## config.mk

```make
export PLATFORM = sky130hd
export DESIGN_NAME = seven_bit_framed_mailbox_receiver_flat
export DESIGN_NICKNAME = d
export VERILOG_FILES = /design/src/mbr_pkg.sv /design/src/mbr_ifs.sv /design/src/mbr_buf.sv /design/src/seven_bit_framed_mailbox_receiver.sv /design/src/flat_wrapper.sv
export SDC_FILE = /design/constraint.sdc
export NUM_CORES = 1
export LEC_CHECK = 0
export BUFFER_PORTS_ARGS = -buffer_cell sky130_fd_sc_hd__buf_2
export CAP_MARGIN = 20
export CORE_MARGIN = 4
export CORE_UTILIZATION = 55
export CTS_CLUSTER_SIZE = 20
export DETAILED_ROUTE_END_ITERATION = 10
export PLACE_DENSITY_LB_ADDON = 0.08
export SLEW_MARGIN = 20
export SYNTH_ARGS = -nofsm -noshare
export SYNTH_HDL_FRONTEND = slang
export SYNTH_SLANG_ARGS = --single-unit
```

## constraint.sdc

```tcl
create_clock -name clk -period 4.1 [get_ports clk]
set_input_delay 0.82 -clock clk [delete_from_list [all_inputs] [get_ports clk]]
set_output_delay 0.82 -clock clk [all_outputs]
set_load 0.05 [all_outputs]
```

## src/mbr_pkg.sv

```systemverilog
`default_nettype none
package mbr_pkg;

  localparam int POS_W = 5;
  localparam int MAX_PACKETS = 16;

  typedef logic [POS_W-1:0] pos_t;

  typedef struct packed {
    logic       we;
    pos_t       addr;
    logic [7:0] data;
  } buf_wr_t;

  typedef struct packed {
    logic re;
    pos_t addr;
  } buf_rd_t;

endpackage
`default_nettype wire

```

## src/mbr_ifs.sv

```systemverilog
`default_nettype none
interface mbr_in_if;
  logic       valid;
  logic       ready;
  logic [7:0] rx_byte;
  modport source (output valid, rx_byte, input ready);
  modport sink (input valid, rx_byte, output ready);
endinterface

interface mbr_out_if;
  logic       valid;
  logic       ready;
  logic [2:0] mailbox_index;
  logic [3:0] byte_index;
  logic [7:0] data_byte;
  logic       last;
  modport source (output valid, mailbox_index, byte_index, data_byte, last, input ready);
  modport sink (input valid, mailbox_index, byte_index, data_byte, last, output ready);
endinterface

interface mbr_cfg_if;
  logic        valid;
  logic        ready;
  logic [39:0] size_word;
  modport source (output valid, size_word, input ready);
  modport sink (input valid, size_word, output ready);
endinterface
`default_nettype wire

```

## src/mbr_buf.sv

```systemverilog
`default_nettype none
module mbr_buf #(
  parameter int DEPTH = 16
) (
  input  logic            clk,
  input  logic            rst_n,
  input  logic            clr,
  input  mbr_pkg::buf_wr_t wr,
  input  mbr_pkg::buf_rd_t rd,
  output logic [7:0]      rd_data
);
  import mbr_pkg::*;

  localparam int AW = $clog2(DEPTH);

  logic [7:0]       mem [DEPTH];
  logic [DEPTH-1:0] vld_r;
  logic [7:0]       q_r;
  logic             qv_r;

  always_ff @(posedge clk) begin
    if (wr.we) begin
      mem[wr.addr[AW-1:0]] <= wr.data;
    end
    if (rd.re) begin
      q_r <= mem[rd.addr[AW-1:0]];
    end
  end

  always_ff @(posedge clk) begin
    if (!rst_n) begin
      vld_r <= '0;
      qv_r  <= 1'b0;
    end else begin
      if (clr) begin
        vld_r <= '0;
      end else if (wr.we) begin
        vld_r[wr.addr[AW-1:0]] <= 1'b1;
      end
      if (rd.re) begin
        qv_r <= vld_r[rd.addr[AW-1:0]];
      end
    end
  end

  // entries not written since the last clr or reset read as zero
  assign rd_data = qv_r ? q_r : 8'h00;

endmodule
`default_nettype wire

```

## src/seven_bit_framed_mailbox_receiver.sv

```systemverilog
`default_nettype none
// seven-bit framed mailbox receiver
// in_if carries one received serial byte per request (rx_byte); cfg_if writes
// the 40-bit mailbox size register (eight 5-bit byte counts, saturated to
// MAX_BYTES); out_if delivers decoded bytes with mailbox_index, byte_index,
// data_byte and last
// a header or checksum byte is taken while idle; for a data packet the
// sequencer reads, merges and writes back the two buffer bytes it spans
// through the registered buffer read port (states S_PK0, S_PK1, S_PK2)
// a matching checksum starts a burst of up to MAX_BYTES results: each
// result is read from the buffer memory, then loaded into the output
// register before the next read begins (memory read, then output register)
// in_if.ready is low while a packet or a burst is in progress; the output
// register lets a new request be taken while the last result still waits
// a stalled out_if holds the burst in place, nothing is dropped
// reset clears the phase, the size register and the buffer valid bits;
// no clearing pass is needed, the block is ready as soon as reset is released
module seven_bit_framed_mailbox_receiver #(
  parameter int MAX_BYTES = 16
) (
  input  logic             clk,
  input  logic             rst_n,
  mbr_cfg_if.sink          cfg_if,
  mbr_in_if.sink           in_if,
  mbr_out_if.source        out_if
);
  import mbr_pkg::*;

  localparam logic [1:0] PH_HEADER = 2'd0;
  localparam logic [1:0] PH_DATA   = 2'd1;
  localparam logic [1:0] PH_CHECK  = 2'd2;

  localparam logic [2:0] S_IDLE = 3'd0;
  localparam logic [2:0] S_PK0  = 3'd1;
  localparam logic [2:0] S_PK1  = 3'd2;
  localparam logic [2:0] S_PK2  = 3'd3;
  localparam logic [2:0] S_DRD  = 3'd4;
  localparam logic [2:0] S_DOUT = 3'd5;

  localparam pos_t MAX_POS = pos_t'(MAX_BYTES);

  logic [2:0]  state_r, state_nxt;
  logic [1:0]  phase_r, phase_nxt;
  logic [2:0]  dest_r, dest_nxt;
  logic [4:0]  exp_r, exp_nxt;
  logic [4:0]  seen_r, seen_nxt;
  logic [7:0]  xor_r, xor_nxt;
  logic [6:0]  pkt_r, pkt_nxt;
  logic [6:0]  start_r, start_nxt;
  logic [4:0]  size_r, size_nxt;
  pos_t        k_r, k_nxt;
  logic [39:0] sizes_r;

  logic        out_valid_r, out_valid_nxt;
  logic [2:0]  out_mb_r;
  logic [3:0]  out_idx_r;
  logic [7:0]  out_data_r;
  logic        out_last_r;
  logic        out_load;

  logic        in_acc;
  logic [7:0]  b;
  logic [4:0]  hdr_len, hdr_pkts;
  logic [4:0]  size_fld, size_sat;
  logic [4:0]  seen_inc;
  logic [7:0]  seen_x7, exp_x7;
  logic [4:0]  have;
  logic [3:0]  shamt;
  logic [15:0] win;
  pos_t        pos0, pos1;
  logic        out_free;
  logic        k_last;

  buf_wr_t     buf_wr;
  buf_rd_t     buf_rd;
  logic        buf_clr;
  logic [7:0]  buf_q;

  mbr_buf #(.DEPTH(MAX_BYTES)) u_buf (
    .clk     (clk),
    .rst_n   (rst_n),
    .clr     (buf_clr),
    .wr      (buf_wr),
    .rd      (buf_rd),
    .rd_data (buf_q)
  );

  assign cfg_if.ready = 1'b1;
  assign in_if.ready  = (state_r == S_IDLE);
  assign in_acc       = in_if.valid && in_if.ready;
  assign b            = in_if.rx_byte;

  // ceil(8L/7) for L of 1..16
  assign hdr_len  = {1'b0, b[3:0]} + 5'd1;
  assign hdr_pkts = hdr_len + ((hdr_len <= 5'd7) ? 5'd1 : ((hdr_len <= 5'd14) ? 5'd2 : 5'd3));

  assign size_fld = sizes_r[5*dest_r +: 5];
  assign size_sat = (size_fld > MAX_POS) ? MAX_POS : size_fld;
  assign seen_inc = seen_r + 5'd1;
  assign seen_x7  = {seen_r, 3'b000} - {3'b000, seen_r};
  assign exp_x7   = {exp_r, 3'b000} - {3'b000, exp_r};
  assign have     = exp_x7[7:3];

  // packet bits placed msb first into the two bytes at the stream position
  assign shamt = 4'd9 - {1'b0, start_r[2:0]};
  assign win   = {9'b0, pkt_r} << shamt;
  assign pos0  = {1'b0, start_r[6:3]};
  assign pos1  = pos0 + 5'd1;

  assign out_free = !out_valid_r || out_if.ready;
  assign k_last   = ((k_r + 5'd1) == size_r);

  always_comb begin
    state_nxt = state_r;
    phase_nxt = phase_r;
    dest_nxt  = dest_r;
    exp_nxt   = exp_r;
    seen_nxt  = seen_r;
    xor_nxt   = xor_r;
    pkt_nxt   = pkt_r;
    start_nxt = start_r;
    size_nxt  = size_r;
    k_nxt     = k_r;
    buf_clr   = 1'b0;
    buf_wr    = '{we: 1'b0, addr: pos0, data: buf_q | win[15:8]};
    buf_rd    = '{re: 1'b0, addr: pos0};
    out_load  = 1'b0;
    case (state_r)
      S_IDLE: begin
        if (in_acc) begin
          case (phase_r)
            PH_DATA: begin
              if (b[7]) begin
                phase_nxt = PH_HEADER;
              end else begin
                pkt_nxt   = b[6:0];
                start_nxt = seen_x7[6:0];
                xor_nxt   = xor_r ^ b;
                seen_nxt  = seen_inc;
                if (seen_inc >= exp_r) begin
                  phase_nxt = PH_CHECK;
                end
                state_nxt = S_PK0;
              end
            end
            PH_CHECK: begin
              phase_nxt = PH_HEADER;
              size_nxt  = size_sat;
              k_nxt     = '0;
              if (!b[7] && b == xor_r && size_sat != 5'd0) begin
                state_nxt = S_DRD;
              end
            end
            default: begin
              phase_nxt = PH_HEADER;
              if (b[7] && hdr_pkts <= 5'(MAX_PACKETS)) begin
                dest_nxt  = b[6:4];
                exp_nxt   = hdr_pkts;
                seen_nxt  = '0;
                xor_nxt   = '0;
                buf_clr   = 1'b1;
                phase_nxt = PH_DATA;
              end
            end
          endcase
        end
      end
      S_PK0: begin
        buf_rd    = '{re: (pos0 < MAX_POS), addr: pos0};
        state_nxt = S_PK1;
      end
      S_PK1: begin
        buf_wr    = '{we: (pos0 < MAX_POS), addr: pos0, data: buf_q | win[15:8]};
        buf_rd    = '{re: (pos1 < MAX_POS), addr: pos1};
        state_nxt = S_PK2;
      end
      S_PK2: begin
        buf_wr    = '{we: (pos1 < MAX_POS), addr: pos1, data: buf_q | win[7:0]};
        state_nxt = S_IDLE;
      end
      S_DRD: begin
        buf_rd    = '{re: 1'b1, addr: k_r};
        state_nxt = S_DOUT;
      end
      S_DOUT: begin
        if (out_free) begin
          out_load = 1'b1;
          if (k_last) begin
            state_nxt = S_IDLE;
          end else begin
            k_nxt     = k_r + 5'd1;
            state_nxt = S_DRD;
          end
        end
      end
      default: begin
        state_nxt = S_IDLE;
      end
    endcase
  end

  assign out_valid_nxt = out_load ? 1'b1 : (out_if.ready ? 1'b0 : out_valid_r);

  always_ff @(posedge clk) begin
    if (!rst_n) begin
      state_r     <= S_IDLE;
      phase_r     <= PH_HEADER;
      dest_r      <= '0;
      exp_r       <= '0;
      seen_r      <= '0;
      xor_r       <= '0;
      size_r      <= '0;
      k_r         <= '0;
      sizes_r     <= '0;
      out_valid_r <= 1'b0;
    end else begin
      state_r     <= state_nxt;
      phase_r     <= phase_nxt;
      dest_r      <= dest_nxt;
      exp_r       <= exp_nxt;
      seen_r      <= seen_nxt;
      xor_r       <= xor_nxt;
      size_r      <= size_nxt;
      k_r         <= k_nxt;
      out_valid_r <= out_valid_nxt;
      if (cfg_if.valid && cfg_if.ready) begin
        sizes_r <= cfg_if.size_word;
      end
    end
  end

  always_ff @(posedge clk) begin
    pkt_r   <= pkt_nxt;
    start_r <= start_nxt;
    if (out_load) begin
      out_mb_r   <= dest_r;
      out_idx_r  <= k_r[3:0];
      out_data_r <= (k_r < have) ? buf_q : 8'h00;
      out_last_r <= k_last;
    end
  end

  assign out_if.valid         = out_valid_r;
  assign out_if.mailbox_index = out_mb_r;
  assign out_if.byte_index    = out_idx_r;
  assign out_if.data_byte     = out_data_r;
  assign out_if.last          = out_last_r;

  a_wr_in_range: assert property (@(posedge clk) disable iff (!rst_n)
    buf_wr.we |-> buf_wr.addr < MAX_POS)
    else $error("buffer write beyond MAX_BYTES");

  a_data_open: assert property (@(posedge clk) disable iff (!rst_n)
    phase_r == PH_DATA |-> seen_r < exp_r)
    else $error("data phase with all packets seen");

  a_pad_zero: assert property (@(posedge clk) disable iff (!rst_n)
    out_load && (k_r >= have) |=> out_if.data_byte == 8'h00)
    else $error("byte beyond received length not zero");

  a_last_pos: assert property (@(posedge clk) disable iff (!rst_n)
    out_load |=> out_if.last == ((5'(out_if.byte_index) + 5'd1) == size_r))
    else $error("last flag out of place");

endmodule
`default_nettype wire

```

## src/flat_wrapper.sv

```systemverilog
// flat-port wrapper written by rule: the top's interface ports become plain ports
module seven_bit_framed_mailbox_receiver_flat import mbr_pkg::*;
#(
  parameter int MAX_BYTES = 16
)
  (clk, rst_n, cfg_if_valid, cfg_if_size_word, cfg_if_ready, in_if_valid, in_if_rx_byte, in_if_ready, out_if_valid, out_if_mailbox_index, out_if_byte_index, out_if_data_byte, out_if_last, out_if_ready);
  mbr_cfg_if cfg_if_i ();
  mbr_in_if in_if_i ();
  mbr_out_if out_if_i ();
  input  logic clk;
  input  logic rst_n;
  input wire logic [$bits(cfg_if_i.valid)-1:0] cfg_if_valid;
  input wire logic [$bits(cfg_if_i.size_word)-1:0] cfg_if_size_word;
  output wire logic [$bits(cfg_if_i.ready)-1:0] cfg_if_ready;
  input wire logic [$bits(in_if_i.valid)-1:0] in_if_valid;
  input wire logic [$bits(in_if_i.rx_byte)-1:0] in_if_rx_byte;
  output wire logic [$bits(in_if_i.ready)-1:0] in_if_ready;
  output wire logic [$bits(out_if_i.valid)-1:0] out_if_valid;
  output wire logic [$bits(out_if_i.mailbox_index)-1:0] out_if_mailbox_index;
  output wire logic [$bits(out_if_i.byte_index)-1:0] out_if_byte_index;
  output wire logic [$bits(out_if_i.data_byte)-1:0] out_if_data_byte;
  output wire logic [$bits(out_if_i.last)-1:0] out_if_last;
  input wire logic [$bits(out_if_i.ready)-1:0] out_if_ready;
  assign cfg_if_i.valid = cfg_if_valid;
  assign cfg_if_i.size_word = cfg_if_size_word;
  assign cfg_if_ready = cfg_if_i.ready;
  assign in_if_i.valid = in_if_valid;
  assign in_if_i.rx_byte = in_if_rx_byte;
  assign in_if_ready = in_if_i.ready;
  assign out_if_valid = out_if_i.valid;
  assign out_if_mailbox_index = out_if_i.mailbox_index;
  assign out_if_byte_index = out_if_i.byte_index;
  assign out_if_data_byte = out_if_i.data_byte;
  assign out_if_last = out_if_i.last;
  assign out_if_i.ready = out_if_ready;
  seven_bit_framed_mailbox_receiver #(.MAX_BYTES(MAX_BYTES)) u_core (.clk(clk), .rst_n(rst_n), .cfg_if(cfg_if_i), .in_if(in_if_i), .out_if(out_if_i));
endmodule
```

* Word level (Yosys, flattened, before mapping)
Memories as Yosys holds them, arrays and structs flattened. A register that Yosys moved wholly into a read port is not among the register bits.
Cells that the tools add are included.
** Word-level totals
- Register bits after elaboration :: 124
- RAM bits :: 128
- Output and inout port bits :: 19
- Word-level logic and storage cells :: 131
- Memories kept :: 1
** Operators by class
- Add/subtract/negate cells :: 8
- Multiply operators :: 1
- $lt $le $gt $ge :: 11
- Equal/unequal tests :: 18
- Shifts and indexed selects :: 2
- Mux-type cells :: 42
- Bitwise logic cells :: 8
- Reductions and logical operators :: 22
** Memories
- u_core.u_buf.mem :: words 16, bits a word 8, read ports 1, clocked after memory_dff 1, wr ports 1, line mbr_buf.sv:16 : logic [7:0] mem [DEPTH];
** Operators by type and width (number)
- $mux 5 :: 8
- $shiftx 40x7->5 :: 1
- $pmux 14 s2 :: 1
- $mux 8 :: 3
- $pmux 5 s2 :: 2
- $pmux 6 s3 :: 1
- $or 16x16->16 :: 1
- $or 8x8->8 :: 2
- $pmux 8 s2 :: 1
- $shl 7x4->16 :: 1
- $lt 4x5->1 const B :: 3
- $mux 3 :: 5
- $pmux 3 s5 :: 1
- $reduce_and 5->1 :: 3
- $mux 1 :: 14
- $add 4x1->5 const B :: 2
- $add 5x1->5 const B :: 2
- $ne 3x3->1 const B :: 3
- $eq 8x8->1 :: 1
- $ne 2x2->1 const B :: 4
- $reduce_and 4->1 :: 2
- $sub 8x5->8 :: 1
- $xor 8x8->8 :: 1
- $sub 7x5->7 :: 1
- other kinds (33) :: 48

* Logic depth before layout (Yosys ltp)
- Depth after elaboration :: 12
- Mapped depth :: 14
- Gate-level depth less buffers :: 12

* By module
A second synthesis with hierarchy kept.
** Second synthesis, totals
- Cell total of the unflattened synthesis :: 908
- Area total of the unflattened synthesis :: 11935.2 um^2
** Modules (own cells, without submodules)
- seven_bit_framed_mailbox_receiver :: times used 1, cells an instance 637, area each 5980.7 um^2, sequential area each 2442.3 um^2
- mbr_buf :: times used 1, cells an instance 271, area each 5954.5 um^2, sequential area each 4424.2 um^2

* Worst setup path after synthesis
OpenSTA, ideal clock, no wires.
- Path type :: input -> register
- From :: input port in_if_rx_byte[2]
- To :: register u_core.u_buf.vld_r[12]
- Arrival :: 3444 ps
- Required time :: 3985 ps
- Slack :: 542 ps
- Stages on the path :: 13
- Cells stage by stage :: buf_2 > nand3_1 > xnor2_1 > or4_1 > nand3_1 > ha_1 > fa_1 > or3_1 > o211ai_2 > buf_6 > a21oi_4 > buf_6 > o21a_1
** Between the ends
- Cells in the longest elaborated chain, start to end :: 12
- Elaborated cells on any way between the ends :: 13
- Those cells by class :: 2 x add/sub; 3 x order compare; 6 x mux; 2 x reduce/logical
** Ends and longest elaborated chain
- start, declared :: line flat_wrapper.sv:16 : input wire logic [$bits(in_if_i.rx_byte)-1:0] in_if_rx_byte;
- $add 4x1->5 * :: line seven_bit_framed_mailbox_receiver.sv:94 : assign hdr_len = {1'b0, b[3:0]} + 5'd1;
- $le 5x4->1 :: line seven_bit_framed_mailbox_receiver.sv:95 : assign hdr_pkts = hdr_len + ((hdr_len <= 5'd7) ? 5'd1 : ((hdr_len <= 5'd14) ? 5'd2 : 5'd3));
- $mux 1 :: line seven_bit_framed_mailbox_receiver.sv:95
- $mux 5 * :: line seven_bit_framed_mailbox_receiver.sv:95
- $add 5x5->5 * :: line seven_bit_framed_mailbox_receiver.sv:95
- via u_core.hdr_pkts[1] :: line seven_bit_framed_mailbox_receiver.sv:63 : logic [4:0] hdr_len, hdr_pkts;
- $le 5x5->1 * :: line seven_bit_framed_mailbox_receiver.sv:156 : if (b[7] && hdr_pkts <= 5'(MAX_PACKETS)) begin
- $logic_and 1x1->1 * :: line seven_bit_framed_mailbox_receiver.sv:156
- $mux 1 * :: line seven_bit_framed_mailbox_receiver.sv:156
- $mux 1 * :: line seven_bit_framed_mailbox_receiver.sv:131 : case (phase_r)
- $mux 1 * :: line seven_bit_framed_mailbox_receiver.sv:130 : if (in_acc) begin
- $mux 1 * :: line seven_bit_framed_mailbox_receiver.sv:128 : case (state_r)
- $reduce_or 2->1 (no source line) *
- end signal, assigned :: line mbr_buf.sv:32 : vld_r <= '0;
- end signal, assigned :: line mbr_buf.sv:36 : vld_r <= '0;
- end signal, assigned by index :: line mbr_buf.sv:38 : vld_r[wr.addr[AW-1:0]] <= 1'b1;
- end, declared :: line mbr_buf.sv:17 : logic [DEPTH-1:0] vld_r;
The timed path passes the listed nets; every way through them passes the cells marked *.
A chain may end at the register's enable or synchronous reset.

* Final worst setup path
- From :: input port in_if_rx_byte[1]
- To :: register u_core.dest_r[0]
** Between the ends
- Cells in the longest elaborated chain, start to end :: 8
- Elaborated cells on any way between the ends :: 9
- Those cells by class :: 2 x add/sub; 3 x order compare; 2 x mux; 2 x reduce/logical
** Ends and longest elaborated chain
- $add 4x1->5 * :: line seven_bit_framed_mailbox_receiver.sv:94
- $le 5x4->1 :: line seven_bit_framed_mailbox_receiver.sv:95
- $mux 1 :: line seven_bit_framed_mailbox_receiver.sv:95
- $mux 5 :: line seven_bit_framed_mailbox_receiver.sv:95
- $add 5x5->5 * :: line seven_bit_framed_mailbox_receiver.sv:95
- $le 5x5->1 * :: line seven_bit_framed_mailbox_receiver.sv:156
- $logic_and 1x1->1 * :: line seven_bit_framed_mailbox_receiver.sv:156
- $reduce_and 4->1 (no source line) *
- end signal, assigned :: line seven_bit_framed_mailbox_receiver.sv:219 : dest_r <= dest_nxt;
- end, declared :: line seven_bit_framed_mailbox_receiver.sv:44 : logic [2:0] dest_r, dest_nxt;
Mark *: on every way between the ends. The rest lies on a longest branch, timed or not.

==> results.txt <==
status: finished, final reports clean
Clk Latency, worst-skew pair: 0.53 ns
Tot Pwr: 7.44 mW
largest stage delay on the critical path: 0.42 ns
clock root buffer: clkbuf_16
Int Pwr: 5.24 mW
commonest non-fill, non-tap cell in the layout: mux2i_1
Setup TNS: 0 ns
critical path capture point: u_core.dest_r[0]$_SDFFE_PN0P_
r2r worst-path depth: 9
Die Footprint: 24500 µm²
number of clock sinks: 260
critical path arrival: 3.78 ns
Core Area: 21800 µm²
hold buffer count at cts: 0
Hold Violations, Final: 0
commonest cells after routing, fill and taps aside: mux2i_1 (176), edfxtp_1 (166), nor2_1 (97)
number of I/O pins: 72
combinational share of power: 25.1%
CP most frequent cell: ha_1
CP Class: input pin to flip-flop
crit start category: input pin
Slew Viols, Final: 0
Clock Skew: 0.0212 ns
Synth Flop Type: edfxtp_1
maximum clock path buffer count: 3
Slew HR: 35.6%
critical path cell sequence: buf_2, ha_1, xnor2_2, o41ai_1, nand3_1, ha_1, fa_1, xnor2_1, or3_1, o211ai_2, buf_4, nand2_2, nand2_1, a21oi_1
worst-margin pin slew: 0.962 ns
TritonCTS clock tree: yes
length of the first detailed-routing pass in iterations: 5
CP Capture Type: flip-flop
footprint of the multi-input gates: 4890 µm²
Die Wd: 156 µm
Max Fclk: 0.293 GHz
CTS H-tree depth: 1
wire per inst: 18.5 µm
initial drt markers: 322
PwrDens: 543 nW/µm²
Distinct cells, synth: 72
Post-DP HPWL: 17400 µm
RSZ-0062 raised after global routing: false
CP max stage cell: fa_1
syn avg cell area: 12.2 µm²
Max IR drop VDD: 0.000355 V
Final nets: 1149
Worst setup startpoint: in_if_rx_byte[1]
first-pass GRT wire length: 40600 µm
static leakage: 5.33 nW
reg-to-reg setup timing slack: 0.80 ns
Net Sw Frac: 29.6%
RePlAce Congestion: 0.852
Synthesis Warnings: 0
Worst-path clk slew: 0.06 ns
Area Overhead vs Synth: 13.1%
Total GRT Usage: 20.7%
input/output buffers: 70
# resized after CTS: 0
number of synthesized register bits: 260
Worst Hold Class: flip-flop to flip-flop
hold_ws: 0.444 ns
initial antenna violation count: 0
Post-synth EDFFs: 166
largest net degree at the start of global routing: 61
DRC Markers: 0
Core Rows: 54
Post-CTS Setup Bufs: 0
Final period util: 83.3%
NetSw: 2.21 mW
mapped cell area: 12100 µm²
number of routed nets with antenna violations: 0
total CTS buffers: 27
fraction of registers with async set or reset after synthesis: 0%
Max-Cap Viols: 0
FF-to-FF End: u_core.u_buf.q_r[6]$_DFFE_PP_
final wirelength: 25300 µm
filler instances: 1747
Sequential Area: 6870 µm²
syn nets: 1071
vias in the first global route: 7692
cell count after synthesis: 992
Crit Path Max Fanout: 10
register share of total power: 42.3%
initial core utilization: 55.7%
total grt overflow: 0
Final min period: 3.41 ns
RR Startpoint: u_core.start_r[3]$_DFFE_PP_
n_diodes: 0
register area share after synthesis: 56.7%
Worst Path Required: 4.47 ns
Clock Power Share: 32.6%
DR vias/cell: 5.66
layout cells sized above 1: 15.8%
final setup violating endpoints: 0
die height: 156 µm
DR vias: 7747
[per-stage QoR]
step | area [µm²] | worst slack, ns | instances | utilization, %
floorplan | 12100 | 0.542 | 992 | -
global placement | 12800 | 0.240 | 1320 | 58.9
detailed placement | 12800 | 0.161 | 1321 | 58.9
CTS | 13700 | 0.706 | 1368 | 63.0
global route | 13700 | 0.417 | 1368 | 63.0
finish | 13700 | 0.685 | 1368 | 63.0
[power groups by stage]
stage	logic, mW	registers (mW)	clock network, mW
after floorplan	1.37	3.20	0
after global placement	1.87	3.20	0
after detailed placement	1.90	3.20	0
after CTS	1.91	3.15	2.47
after global routing	2.03	3.17	2.59
final	1.87	3.15	2.42
[flip-flops by register name, summed over array words and instances (netlist names)]
name / count
u_core.dest_r: 3
u_core.out_if.mailbox_index: 3
u_core.k_r: 5
u_core.out_if.last: 1
u_core.u_buf.q_r: 8
u_core.phase_r: 2
u_core.exp_r: 5
u_core.out_if.data_byte: 8
u_core.seen_r: 5
u_core.sizes_r: 40
u_core.start_r: 7
u_core.state_r: 3
u_core.u_buf.qv_r: 1
u_core.u_buf.vld_r: 16
u_core.out_if.byte_index: 4
u_core.out_if.valid: 1
u_core.pkt_r: 7
u_core.u_buf.mem: 128
u_core.size_r: 5
u_core.xor_r: 8
[how the worst min path moves through the flow]
stage | endpoint | from | cells after the start | slack (ns)
finish | u_core.xor_r[7]$_SDFFE_PN0P_ | u_core.xor_r[7]$_SDFFE_PN0P_ | 2 | 0.44
global route | u_core.xor_r[7]$_SDFFE_PN0P_ | u_core.xor_r[7]$_SDFFE_PN0P_ | 2 | 0.47
CTS | u_core.xor_r[7]$_SDFFE_PN0P_ | u_core.xor_r[7]$_SDFFE_PN0P_ | 2 | 0.45
detailed placement | u_core.xor_r[7]$_SDFFE_PN0P_ | u_core.xor_r[7]$_SDFFE_PN0P_ | 2 | 0.44
global placement | u_core.xor_r[7]$_SDFFE_PN0P_ | u_core.xor_r[7]$_SDFFE_PN0P_ | 2 | 0.42
floorplan | u_core.out_if.mailbox_index[2]$_DFFE_PP_ | u_core.dest_r[2]$_SDFFE_PN0P_ | 0 | 0.41
[kinds of logic after synthesis]
| logic type | Yosys count | synth area share, % |
|---|---|---|
| buf+inv | 81 | 3.20 |
| xor+xnor | 28 | 2.33 |
| flops | 260 | 56.7 |
| compound gates | 155 | 8.52 |
| fa+ha+maj | 26 | 2.75 |
| other cells | 1 | 0.0310 |
| simple gates | 249 | 9.48 |
| mux | 192 | 17.0 |
[cell type report]
cell class                 instances  area share (%)
sequential                       260            50.1
multi-input combinational        651            35.7
clock inverter                    11           0.959
tap                              280            2.56
timing repair buffer             101            4.46
inverter                          29           0.794
clock buffer                      36            5.48
[worst max-delay path, delay by kind of cell]
family / cells / cell delay, ns
AOI/OAI and AO/OA: 3 / 0.58
xor gates and xnor gates: 2 / 0.35
adders and majority gates: 3 / 0.91
buffers and inverters: 2 / 0.37
and+or+nand+nor: 4 / 0.76
[per-layer routing]
layer | GRT usage [%] | share of wire [%] | vias to the layer above
met5 | 0 | 0 | -
met3 | 2.96 | 3.6 | 47
met2 | 36.0 | 50 | 142
met4 | 6.24 | 2.8 | 0
li1 | - | - | 3807
met1 | 27.1 | 43 | 3751
[synth_stat cells, types with 10 or more instances]
master	instances	area share [%]
o21ai_0	36	1.5
buf_2	10	0.41
nand3_1	31	1.3
o21a_1	19	1.2
mux2i_1	176	15
clkbuf_1	17	0.53
inv_1	28	0.87
nor3_1	16	0.66
buf_4	13	0.81
nor2_1	97	3.0
edfxtp_1	166	41
a21oi_1	37	1.5
dfxtp_1	94	16
mux4_2	10	1.9
xnor2_1	16	1.2
ha_1	25	2.6
nand2_1	57	1.8
Note: power is estimated with default switching activity, not from simulation.
